===== src/hrlhe_pkg.sv =====
package hrlhe_pkg;

   localparam int QUEUE_DEPTH  = 4;
   localparam int PREFIX_DEPTH = 5;
   localparam int HOST_LEN     = 6;

   localparam logic [7:0] CHAR_NUL      = 8'h00;
   localparam logic [7:0] CHAR_LF       = 8'h0A;
   localparam logic [7:0] CHAR_CR       = 8'h0D;
   localparam logic [7:0] CHAR_H        = "H";
   localparam logic [7:0] CHAR_PRINT_LO = 8'd32;
   localparam logic [7:0] CHAR_PRINT_HI = 8'd126;

   localparam logic [1:0] KIND_LINE    = 2'd0;
   localparam logic [1:0] KIND_HOST    = 2'd1;
   localparam logic [1:0] KIND_SUMMARY = 2'd2;

   typedef enum logic [1:0] {
      FLUSH_NONE = 2'd0,
      FLUSH_GET  = 2'd1,
      FLUSH_POST = 2'd2,
      FLUSH_HTTP = 2'd3
   } flush_sel_type;

   typedef struct packed {
      flush_sel_type flush_sel;
      logic          line_en;
      logic          host_en;
      logic          last;
      logic          line_host;
      logic          sum_http;
      logic          sum_host;
      logic [7:0]    data;
   } cmd_type;

   function automatic logic [2:0] prefix_len(flush_sel_type sel);
      logic [2:0] len;
      case (sel)
         FLUSH_GET: len = 3'd4;
         FLUSH_POST,
         FLUSH_HTTP: len = 3'd5;
         default: len = 3'd0;
      endcase
      return len;
   endfunction

   function automatic logic [7:0] prefix_char(flush_sel_type sel, logic [2:0] idx);
      logic [7:0] ch;
      ch = CHAR_NUL;
      case (sel)
         FLUSH_GET: begin
            case (idx)
               3'd0: ch = "G";
               3'd1: ch = "E";
               3'd2: ch = "T";
               3'd3: ch = " ";
               default: ch = CHAR_NUL;
            endcase
         end
         FLUSH_POST: begin
            case (idx)
               3'd0: ch = "P";
               3'd1: ch = "O";
               3'd2: ch = "S";
               3'd3: ch = "T";
               3'd4: ch = " ";
               default: ch = CHAR_NUL;
            endcase
         end
         FLUSH_HTTP: begin
            case (idx)
               3'd0: ch = "H";
               3'd1: ch = "T";
               3'd2: ch = "T";
               3'd3: ch = "P";
               3'd4: ch = "/";
               default: ch = CHAR_NUL;
            endcase
         end
         default: ch = CHAR_NUL;
      endcase
      return ch;
   endfunction

   function automatic logic [7:0] host_char(logic [2:0] idx);
      logic [7:0] ch;
      case (idx)
         3'd0: ch = "H";
         3'd1: ch = "o";
         3'd2: ch = "s";
         3'd3: ch = "t";
         3'd4: ch = ":";
         3'd5: ch = " ";
         default: ch = CHAR_NUL;
      endcase
      return ch;
   endfunction

endpackage


===== src/hrlhe_queue.sv =====
module hrlhe_queue #(
   parameter int Depth = hrlhe_pkg::QUEUE_DEPTH
) (
   input  logic                clock,
   input  logic                reset,
   input  logic                push,
   input  hrlhe_pkg::cmd_type  push_data,
   output logic                push_ready,
   input  logic                pop,
   output logic                pop_valid,
   output hrlhe_pkg::cmd_type  pop_data
);
   import hrlhe_pkg::*;

   localparam int IdxW   = (Depth > 1) ? $clog2(Depth) : 1;
   localparam int CountW = $clog2(Depth + 1);

   cmd_type           mem_ff [Depth];
   logic [IdxW-1:0]   wr_ptr_ff, wr_ptr_in;
   logic [IdxW-1:0]   rd_ptr_ff, rd_ptr_in;
   logic [CountW-1:0] count_ff, count_in;

   assign push_ready = (count_ff != CountW'(Depth));
   assign pop_valid  = (count_ff != '0);
   assign pop_data   = mem_ff[rd_ptr_ff];

   always_comb begin
      wr_ptr_in = wr_ptr_ff;
      rd_ptr_in = rd_ptr_ff;
      count_in  = count_ff;
      if (push) begin
         wr_ptr_in = (wr_ptr_ff == IdxW'(Depth - 1)) ? '0 : wr_ptr_ff + 1'b1;
      end
      if (pop) begin
         rd_ptr_in = (rd_ptr_ff == IdxW'(Depth - 1)) ? '0 : rd_ptr_ff + 1'b1;
      end
      if (push && !pop) begin
         count_in = count_ff + 1'b1;
      end else if (pop && !push) begin
         count_in = count_ff - 1'b1;
      end
   end

   always_ff @(posedge clock) begin
      if (reset) begin
         wr_ptr_ff <= '0;
         rd_ptr_ff <= '0;
         count_ff  <= '0;
      end else begin
         wr_ptr_ff <= wr_ptr_in;
         rd_ptr_ff <= rd_ptr_in;
         count_ff  <= count_in;
      end
   end

   always_ff @(posedge clock) begin
      if (push) begin
         mem_ff[wr_ptr_ff] <= push_data;
      end
   end

endmodule


===== src/hrlhe_front.sv =====
module hrlhe_front (
   input  logic                clock,
   input  logic                reset,
   input  logic                fire,
   input  logic [7:0]          data_byte,
   input  logic                last_byte,
   output logic                push,
   output hrlhe_pkg::cmd_type  cmd
);
   import hrlhe_pkg::*;

   typedef enum logic [2:0] {
      HOST_SEARCH = 3'b001,
      HOST_VALUE  = 3'b010,
      HOST_DONE   = 3'b100
   } host_phase_type;

   logic [2:0]     pos_ff, pos_in;
   logic [2:0]     cand_ff, cand_in;
   logic           http_ff, http_in;
   logic           line_done_ff, line_done_in;
   logic [2:0]     host_cnt_ff, host_cnt_in;
   host_phase_type phase_ff, phase_in;

   logic           eol;
   logic [2:0]     alive;
   flush_sel_type  match_sel;
   flush_sel_type  sel_c;

   always_comb begin
      pos_in       = pos_ff;
      cand_in      = cand_ff;
      http_in      = http_ff;
      line_done_in = line_done_ff;
      host_cnt_in  = host_cnt_ff;
      phase_in     = phase_ff;
      alive        = '0;
      match_sel    = FLUSH_NONE;
      sel_c        = FLUSH_NONE;
      eol          = (data_byte == CHAR_CR) || (data_byte == CHAR_LF);

      cmd           = '0;
      cmd.flush_sel = FLUSH_NONE;
      cmd.data      = data_byte;
      cmd.last      = last_byte;

      if (http_ff) begin
         cmd.line_host = (phase_ff != HOST_SEARCH);
         if (!line_done_ff) begin
            if (eol) begin
               line_done_in = 1'b1;
            end else if (data_byte inside {[CHAR_PRINT_LO:CHAR_PRINT_HI]}) begin
               cmd.line_en = 1'b1;
            end
         end
         case (phase_ff)
            HOST_SEARCH: begin
               if (host_char(host_cnt_ff) == data_byte) begin
                  if (host_cnt_ff == 3'(HOST_LEN - 1)) begin
                     host_cnt_in = '0;
                     phase_in    = HOST_VALUE;
                  end else begin
                     host_cnt_in = host_cnt_ff + 3'd1;
                  end
               end else begin
                  host_cnt_in = (data_byte == CHAR_H) ? 3'd1 : 3'd0;
               end
            end
            HOST_VALUE: begin
               if (eol || data_byte == CHAR_NUL) begin
                  phase_in = HOST_DONE;
               end else begin
                  cmd.host_en = 1'b1;
               end
            end
            default: ;
         endcase
      end else if (cand_ff != '0) begin
         if (pos_ff >= 3'(PREFIX_DEPTH)) begin
            cand_in = '0;
         end else begin
            for (int c = 0; c < 3; c++) begin
               sel_c = flush_sel_type'(2'(c + 1));
               alive[c] = cand_ff[c] && (pos_ff < prefix_len(sel_c))
                          && (prefix_char(sel_c, pos_ff) == data_byte);
               if (alive[c] && (pos_ff == prefix_len(sel_c) - 3'd1)) begin
                  match_sel = sel_c;
               end
            end
            cand_in = alive;
            pos_in  = pos_ff + 3'd1;
            if (match_sel != FLUSH_NONE) begin
               http_in       = 1'b1;
               cmd.flush_sel = match_sel;
            end
         end
      end

      cmd.sum_http = http_in;
      cmd.sum_host = (phase_in != HOST_SEARCH);

      push = fire && ((cmd.flush_sel != FLUSH_NONE) || cmd.line_en || cmd.host_en
                      || last_byte);

      // clear all payload state after the final byte
      if (last_byte) begin
         pos_in       = '0;
         cand_in      = 3'b111;
         http_in      = 1'b0;
         line_done_in = 1'b0;
         host_cnt_in  = '0;
         phase_in     = HOST_SEARCH;
      end
   end

   always_ff @(posedge clock) begin
      if (reset) begin
         pos_ff       <= '0;
         cand_ff      <= 3'b111;
         http_ff      <= 1'b0;
         line_done_ff <= 1'b0;
         host_cnt_ff  <= '0;
         phase_ff     <= HOST_SEARCH;
      end else if (fire) begin
         pos_ff       <= pos_in;
         cand_ff      <= cand_in;
         http_ff      <= http_in;
         line_done_ff <= line_done_in;
         host_cnt_ff  <= host_cnt_in;
         phase_ff     <= phase_in;
      end
   end

endmodule


===== src/hrlhe_back.sv =====
module hrlhe_back (
   input  logic                clock,
   input  logic                reset,
   input  logic                q_valid,
   input  hrlhe_pkg::cmd_type  q_data,
   output logic                q_pop,
   input  logic                rsp_ready,
   output logic                rsp_valid,
   output logic [1:0]          rsp_out_kind,
   output logic [7:0]          rsp_out_byte,
   output logic                rsp_is_http,
   output logic                rsp_host_found,
   output logic                rsp_end_of_run
);
   import hrlhe_pkg::*;

   cmd_type    cur_ff, cur_in, cur_next;
   logic [2:0] idx_ff, idx_in, idx_next;

   logic       rsp_valid_ff, rsp_valid_in;
   logic [1:0] kind_ff, kind_in;
   logic [7:0] byte_ff, byte_in;
   logic       http_ff, http_in;
   logic       host_ff, host_in;
   logic       eor_ff, eor_in;

   logic       busy;
   logic       emit;
   logic       rest;
   logic       flush_end;

   always_comb begin
      busy      = (cur_ff.flush_sel != FLUSH_NONE) || cur_ff.line_en || cur_ff.host_en
                  || cur_ff.last;
      emit      = busy && (!rsp_valid_ff || rsp_ready);
      flush_end = (idx_ff == prefix_len(cur_ff.flush_sel) - 3'd1);
      cur_next  = cur_ff;
      idx_next  = idx_ff;

      if (cur_ff.flush_sel != FLUSH_NONE) begin
         kind_in  = KIND_LINE;
         byte_in  = prefix_char(cur_ff.flush_sel, idx_ff);
         http_in  = 1'b1;
         host_in  = 1'b0;
         rest     = !flush_end || cur_ff.line_en || cur_ff.host_en || cur_ff.last;
         idx_next = idx_ff + 3'd1;
         if (flush_end) begin
            cur_next.flush_sel = FLUSH_NONE;
         end
      end else if (cur_ff.line_en) begin
         kind_in  = KIND_LINE;
         byte_in  = cur_ff.data;
         http_in  = 1'b1;
         host_in  = cur_ff.line_host;
         rest     = cur_ff.host_en || cur_ff.last;
         cur_next.line_en = 1'b0;
      end else if (cur_ff.host_en) begin
         kind_in  = KIND_HOST;
         byte_in  = cur_ff.data;
         http_in  = 1'b1;
         host_in  = 1'b1;
         rest     = cur_ff.last;
         cur_next.host_en = 1'b0;
      end else begin
         kind_in  = KIND_SUMMARY;
         byte_in  = '0;
         http_in  = cur_ff.sum_http;
         host_in  = cur_ff.sum_host;
         rest     = 1'b0;
         cur_next.last = 1'b0;
      end
      eor_in = !rest;

      cur_in = emit ? cur_next : cur_ff;
      idx_in = emit ? idx_next : idx_ff;

      q_pop = q_valid && (!busy || (emit && !rest));
      if (q_pop) begin
         cur_in = q_data;
         idx_in = '0;
      end

      if (emit) begin
         rsp_valid_in = 1'b1;
      end else if (rsp_ready) begin
         rsp_valid_in = 1'b0;
      end else begin
         rsp_valid_in = rsp_valid_ff;
      end
   end

   always_ff @(posedge clock) begin
      if (reset) begin
         cur_ff       <= '0;
         idx_ff       <= '0;
         rsp_valid_ff <= 1'b0;
      end else begin
         cur_ff       <= cur_in;
         idx_ff       <= idx_in;
         rsp_valid_ff <= rsp_valid_in;
      end
   end

   always_ff @(posedge clock) begin
      if (emit) begin
         kind_ff <= kind_in;
         byte_ff <= byte_in;
         http_ff <= http_in;
         host_ff <= host_in;
         eor_ff  <= eor_in;
      end
   end

   assign rsp_valid      = rsp_valid_ff;
   assign rsp_out_kind   = kind_ff;
   assign rsp_out_byte   = byte_ff;
   assign rsp_is_http    = http_ff;
   assign rsp_host_found = host_ff;
   assign rsp_end_of_run = eor_ff;

endmodule


===== src/http_request_line_host_extractor.sv =====
// Channel   Direction  Ports                                         Transfer
// req       in         req_data_byte, req_last_byte                  req_valid & req_ready
// rsp       out        rsp_out_kind, rsp_out_byte, rsp_is_http,      rsp_valid & rsp_ready
//                      rsp_host_found, rsp_end_of_run
//
// One payload byte is taken per cycle while req_ready is high; it is classified in
// the same cycle and its records are queued. The output register sends one record
// per cycle while rsp_ready is high; a byte causes up to six records (a prefix flush
// plus the summary). The command queue absorbs bursts and req_ready drops only when
// it is full. Records pass the command queue, the back end's command register and the
// output register in turn. Reset is synchronous and active high; no clearing pass.
module http_request_line_host_extractor #(
   parameter int QueueDepth = hrlhe_pkg::QUEUE_DEPTH
) (
   input  logic       clock,
   input  logic       reset,
   input  logic       req_valid,
   output logic       req_ready,
   input  logic [7:0] req_data_byte,
   input  logic       req_last_byte,
   output logic       rsp_valid,
   input  logic       rsp_ready,
   output logic [1:0] rsp_out_kind,
   output logic [7:0] rsp_out_byte,
   output logic       rsp_is_http,
   output logic       rsp_host_found,
   output logic       rsp_end_of_run
);
   import hrlhe_pkg::*;

   logic    req_fire;
   logic    q_push;
   logic    q_push_ready;
   cmd_type q_push_data;
   logic    q_pop;
   logic    q_valid;
   cmd_type q_data;

   assign req_ready = q_push_ready;
   assign req_fire  = req_valid && req_ready;

   hrlhe_front u_front (
      .clock     (clock),
      .reset     (reset),
      .fire      (req_fire),
      .data_byte (req_data_byte),
      .last_byte (req_last_byte),
      .push      (q_push),
      .cmd       (q_push_data)
   );

   hrlhe_queue #(
      .Depth (QueueDepth)
   ) u_queue (
      .clock      (clock),
      .reset      (reset),
      .push       (q_push),
      .push_data  (q_push_data),
      .push_ready (q_push_ready),
      .pop        (q_pop),
      .pop_valid  (q_valid),
      .pop_data   (q_data)
   );

   hrlhe_back u_back (
      .clock          (clock),
      .reset          (reset),
      .q_valid        (q_valid),
      .q_data         (q_data),
      .q_pop          (q_pop),
      .rsp_ready      (rsp_ready),
      .rsp_valid      (rsp_valid),
      .rsp_out_kind   (rsp_out_kind),
      .rsp_out_byte   (rsp_out_byte),
      .rsp_is_http    (rsp_is_http),
      .rsp_host_found (rsp_host_found),
      .rsp_end_of_run (rsp_end_of_run)
   );

endmodule


===== config.mk =====
export PLATFORM = sky130hd
export DESIGN_NAME = http_request_line_host_extractor
export DESIGN_NICKNAME = d
export VERILOG_FILES = /design/src/hrlhe_pkg.sv /design/src/hrlhe_queue.sv /design/src/hrlhe_front.sv /design/src/hrlhe_back.sv /design/src/http_request_line_host_extractor.sv
export SDC_FILE = /design/constraint.sdc
export NUM_CORES = 1
export LEC_CHECK = 0
export BUFFER_PORTS_ARGS = -buffer_cell sky130_fd_sc_hd__buf_4
export CELL_PAD_IN_SITES_DETAIL_PLACEMENT = 1
export CELL_PAD_IN_SITES_GLOBAL_PLACEMENT = 1
export CORE_UTILIZATION = 50
export CTS_CLUSTER_DIAMETER = 40
export CTS_CLUSTER_SIZE = 30
export DETAILED_ROUTE_END_ITERATION = 7
export PLACE_DENSITY_LB_ADDON = 0.1
export REMOVE_ABC_BUFFERS = 1
export SLEW_MARGIN = 10
export SYNTH_ARGS = -nofsm -noshare
export SYNTH_HDL_FRONTEND = slang
export SYNTH_HIERARCHICAL = 1
export SYNTH_SLANG_ARGS = --single-unit

===== constraint.sdc =====
create_clock -name clock -period 4.7 [get_ports clock]
set_input_delay 0.94 -clock clock [delete_from_list [all_inputs] [get_ports clock]]
set_output_delay 0.94 -clock clock [all_outputs]
set_load 0.05 [all_outputs]

==> metrics <==
Num CTS Buffers 17; synth top area cells edfxtp_1, dfxtp_1, ha_1; Final Hold Viols 0; WP buf/inv 2; Vias 4365; status completed; H-tree Lvls 4; Crit-path slowest cell dfxtp_1; fin area 6855 µm²; Port Buf Inserts 27; first-pass GRT wire length 24500 µm; delay-heaviest family, CP simple AND/OR/NAND/NOR gates; Ys Warns 6; DRT Pass-1 Iters 4; post-synthesis cell type count 71; maxcap violations 0; n_diodes 0; Crit. End Element flip-flop; Critical Path AT 4.24 ns; Core Box Area 12010 µm²; cts hold-fix bufs 0; post-cts repair resize count 0; footprint of the multi-input gates 2618 µm²; final setup fails 0; vias in the first global route 4682; share of cells above drive strength 1 0.1391; R2R Path End u_queue/count_ff[2]; largest net degree at the start of global routing 40; RSZ-0062 raised after global routing false; CTS tree built; DP Area 6316 µm²; CTS clk-pin slew, worst paths 0.05 ns; most common cell after layout, fill and taps aside edfxtp_1; top cell type's share of synthesized area 0.3766; worst slew pin tran 1.060 ns; skew final 0.01136 ns; final wirelength 14890 µm; VDD IR max 233.2 µV; WHS 0.4611 ns; kind of critical path reg2reg; Final period util 0.8327; Max Fclk 255.5 MHz; worst endpoint required time 5.03 ns; FF/Latch Area 3173 µm²; root buf cell clkbuf_16; dpl hpwl 9798 µm; clock sink total 120; Die Area 12730 µm²; Worst Setup SP u_front/pos_ff[0]; I/O pins 28; # rows 40; most frequent cells in the layout edfxtp_1, nor2_1, dfxtp_1; Yosys top cell by area edfxtp_1; Initial Util 0.5111; die height 112.8 µm; reg2reg path depth 14; routability congestion estimate 0.8082; Pwr Total 4.160 mW; Synth Register Bits 120; DR vias/cell 6.046; min Tclk post-route 3.914 ns; Worst-Skew Late Latency 0.41 ns; 1st-iter DRT viols 264; Max clock buf depth 2; Layout Area Growth over Synthesis 11.66%; # fillers 1266; launching point of the worst reg2reg path u_front/pos_ff[0]; worst setup path endpoint u_queue/count_ff[2]; sequential element share of the synthesized area 0.5168; Worst path depth 14; per-cell routed wire length 20.62 µm; setup TNS 0 ns; CP Cell Sequence inv_1, ha_1, nor3_1, o21ai_0, mux2i_1, and2_1, a221oi_2, o21ai_1, ha_1, inv_1, fa_1, xor2_1, or3_1, a21oi_1; EDFF count, synth 77; final core occ 0.5707; critical-path maximum fanout 10; post-synthesis cell area 6140 µm²; Slew headroom 0.2872; Reg2Reg Setup Slack 0.79 ns; main flop type after synthesis edfxtp_1; Die X 112.8 µm; Max Slew Vio Count 0; gr usage total 0.2542; initial antenna violation count 0; async set or reset register ratio after synthesis 0; DR DRC count 0; Hold WC Path Type reg2reg; Critical Path Start Type flip-flop; Syn Area/Cell 11.04 µm²; PwrDens 606.9 nW/µm²; post-CTS setup buffers 0; slowest cell delay on critical path 0.52 ns; number of routed nets with antenna violations 0; Mapped Cells 556; Remaining Overflow, GRT 0; Final #Nets 595; Lkg Pwr 2.484 nW
[state kept, by name (all words and copies together), names as in the netlist, named ones only]
name / count
u_queue/mem_ff: 64
u_back/rsp_end_of_run: 1
u_back/idx_ff: 3
u_queue/rd_ptr_ff: 2
u_front/phase_ff: 3
u_front/cand_ff: 3
u_queue/wr_ptr_ff: 2
u_back/rsp_valid: 1
u_front/http_ff: 1
u_front/line_done_ff: 1
u_back/rsp_is_http: 1
u_back/rsp_out_kind: 2
u_front/pos_ff: 3
u_back/rsp_host_found: 1
u_front/host_cnt_ff: 3
u_queue/count_ff: 3
u_back/rsp_out_byte: 8
u_back/cur_ff: 16
[power breakdown]
group | switching, mW | internal, mW | leakage (nW)
Clock | 0.434 | 0.741 | 0.257
Sequential | 0.198 | 1.34 | 1.08
Combinational | 0.921 | 0.522 | 1.14
Total | 1.55 | 2.61 | 2.48
[worst reg2reg max path: stages, from the launching register on]
cell and delay, ns:
dfxtp_1 0.52, inv_1 0.11, ha_1 0.36, nor3_1 0.39
o21ai_0 0.16, mux2i_1 0.38, and2_1 0.25, a221oi_2 0.10
o21ai_1 0.25, ha_1 0.22, inv_1 0.06, fa_1 0.37
xor2_1 0.16, or3_1 0.33, a21oi_1 0.17
[worst min-delay path by stage]
stage / start / end / slack (ns) / cells after the start
2_1_floorplan: u_back/cur_ff[3] / u_back/cur_ff[3] / 0.43 / 2
3_3_place_gp: u_back/cur_ff[7] / u_back/cur_ff[7] / 0.45 / 2
3_5_place_dp: u_back/cur_ff[7] / u_back/cur_ff[7] / 0.46 / 2
4_1_cts: u_back/cur_ff[7] / u_back/cur_ff[7] / 0.46 / 2
5_1_grt: u_back/cur_ff[7] / u_back/cur_ff[7] / 0.48 / 2
6_report: u_back/cur_ff[7] / u_back/cur_ff[7] / 0.46 / 2
[metrics by stage]
step | setup slack (ns) | cells
CTS | 0.7979 | 722
floorplan | 0.8296 | 511
global placement | 0.6604 | 691
global route | 0.5392 | 722
finish | 0.7861 | 722
detailed placement | 0.4810 | 691
[synthesized netlist by cell type (2+ instances only)]
master / count
a32oi_1: 2
a31oi_1: 5
edfxtp_1: 77
ha_1: 18
nand3_1: 18
o22ai_1: 6
o21a_1: 3
o31ai_1: 2
a21o_1: 4
nand2_1: 23
o21ai_0: 38
or3b_1: 2
buf_6: 2
xor2_1: 10
nand2b_1: 7
clkbuf_1: 16
buf_4: 10
mux4_1: 6
buf_1: 2
mux4_2: 10
o32ai_1: 2
o221ai_1: 2
o21ai_1: 3
o211ai_1: 3
nor4_1: 4
a211o_1: 2
mux2i_1: 9
and3_1: 3
xnor2_1: 5
o21bai_1: 3
a41oi_1: 2
a21oi_1: 37
nor2b_1: 9
nor3_1: 15
or3_1: 7
dfxtp_1: 43
and2_1: 12
inv_1: 25
nor2_1: 52
a221o_1: 2
nand4_1: 4
a211oi_1: 4
nor4_2: 2
nor3b_1: 5
buf_2: 14
[area by class of cell]
cell class,instances,area share
repair buffers,33,0.03614
multi-input cells,366,0.3818
inverters,25,0.01369
well taps,147,0.02683
flip-flops and latches,120,0.4629
clock inverters,10,0.01150
clock buffers,21,0.06717
[routing by layer]
layer	routed length [µm]	track usage	up-vias
met3	598	0.04981	18
li1	-	-	2067
met2	7813	0.4556	98
met5	0	0	-
met1	6216	0.2946	2182
met4	258	0.1147	0
[cell families after synthesis]
group                      Yosys count  share of synthesized area
xor gates and xnor gates            15                    0.02140
AOI/OAI and AO/OA                  133                     0.1372
buffers and inverters               70                    0.05686
adders and majority gates           19                    0.03994
DFF                                120                     0.5168
and+or+nand+nor                    174                     0.1508
muxes                               25                    0.07703
Note: power is estimated with default switching activity, not from simulation.
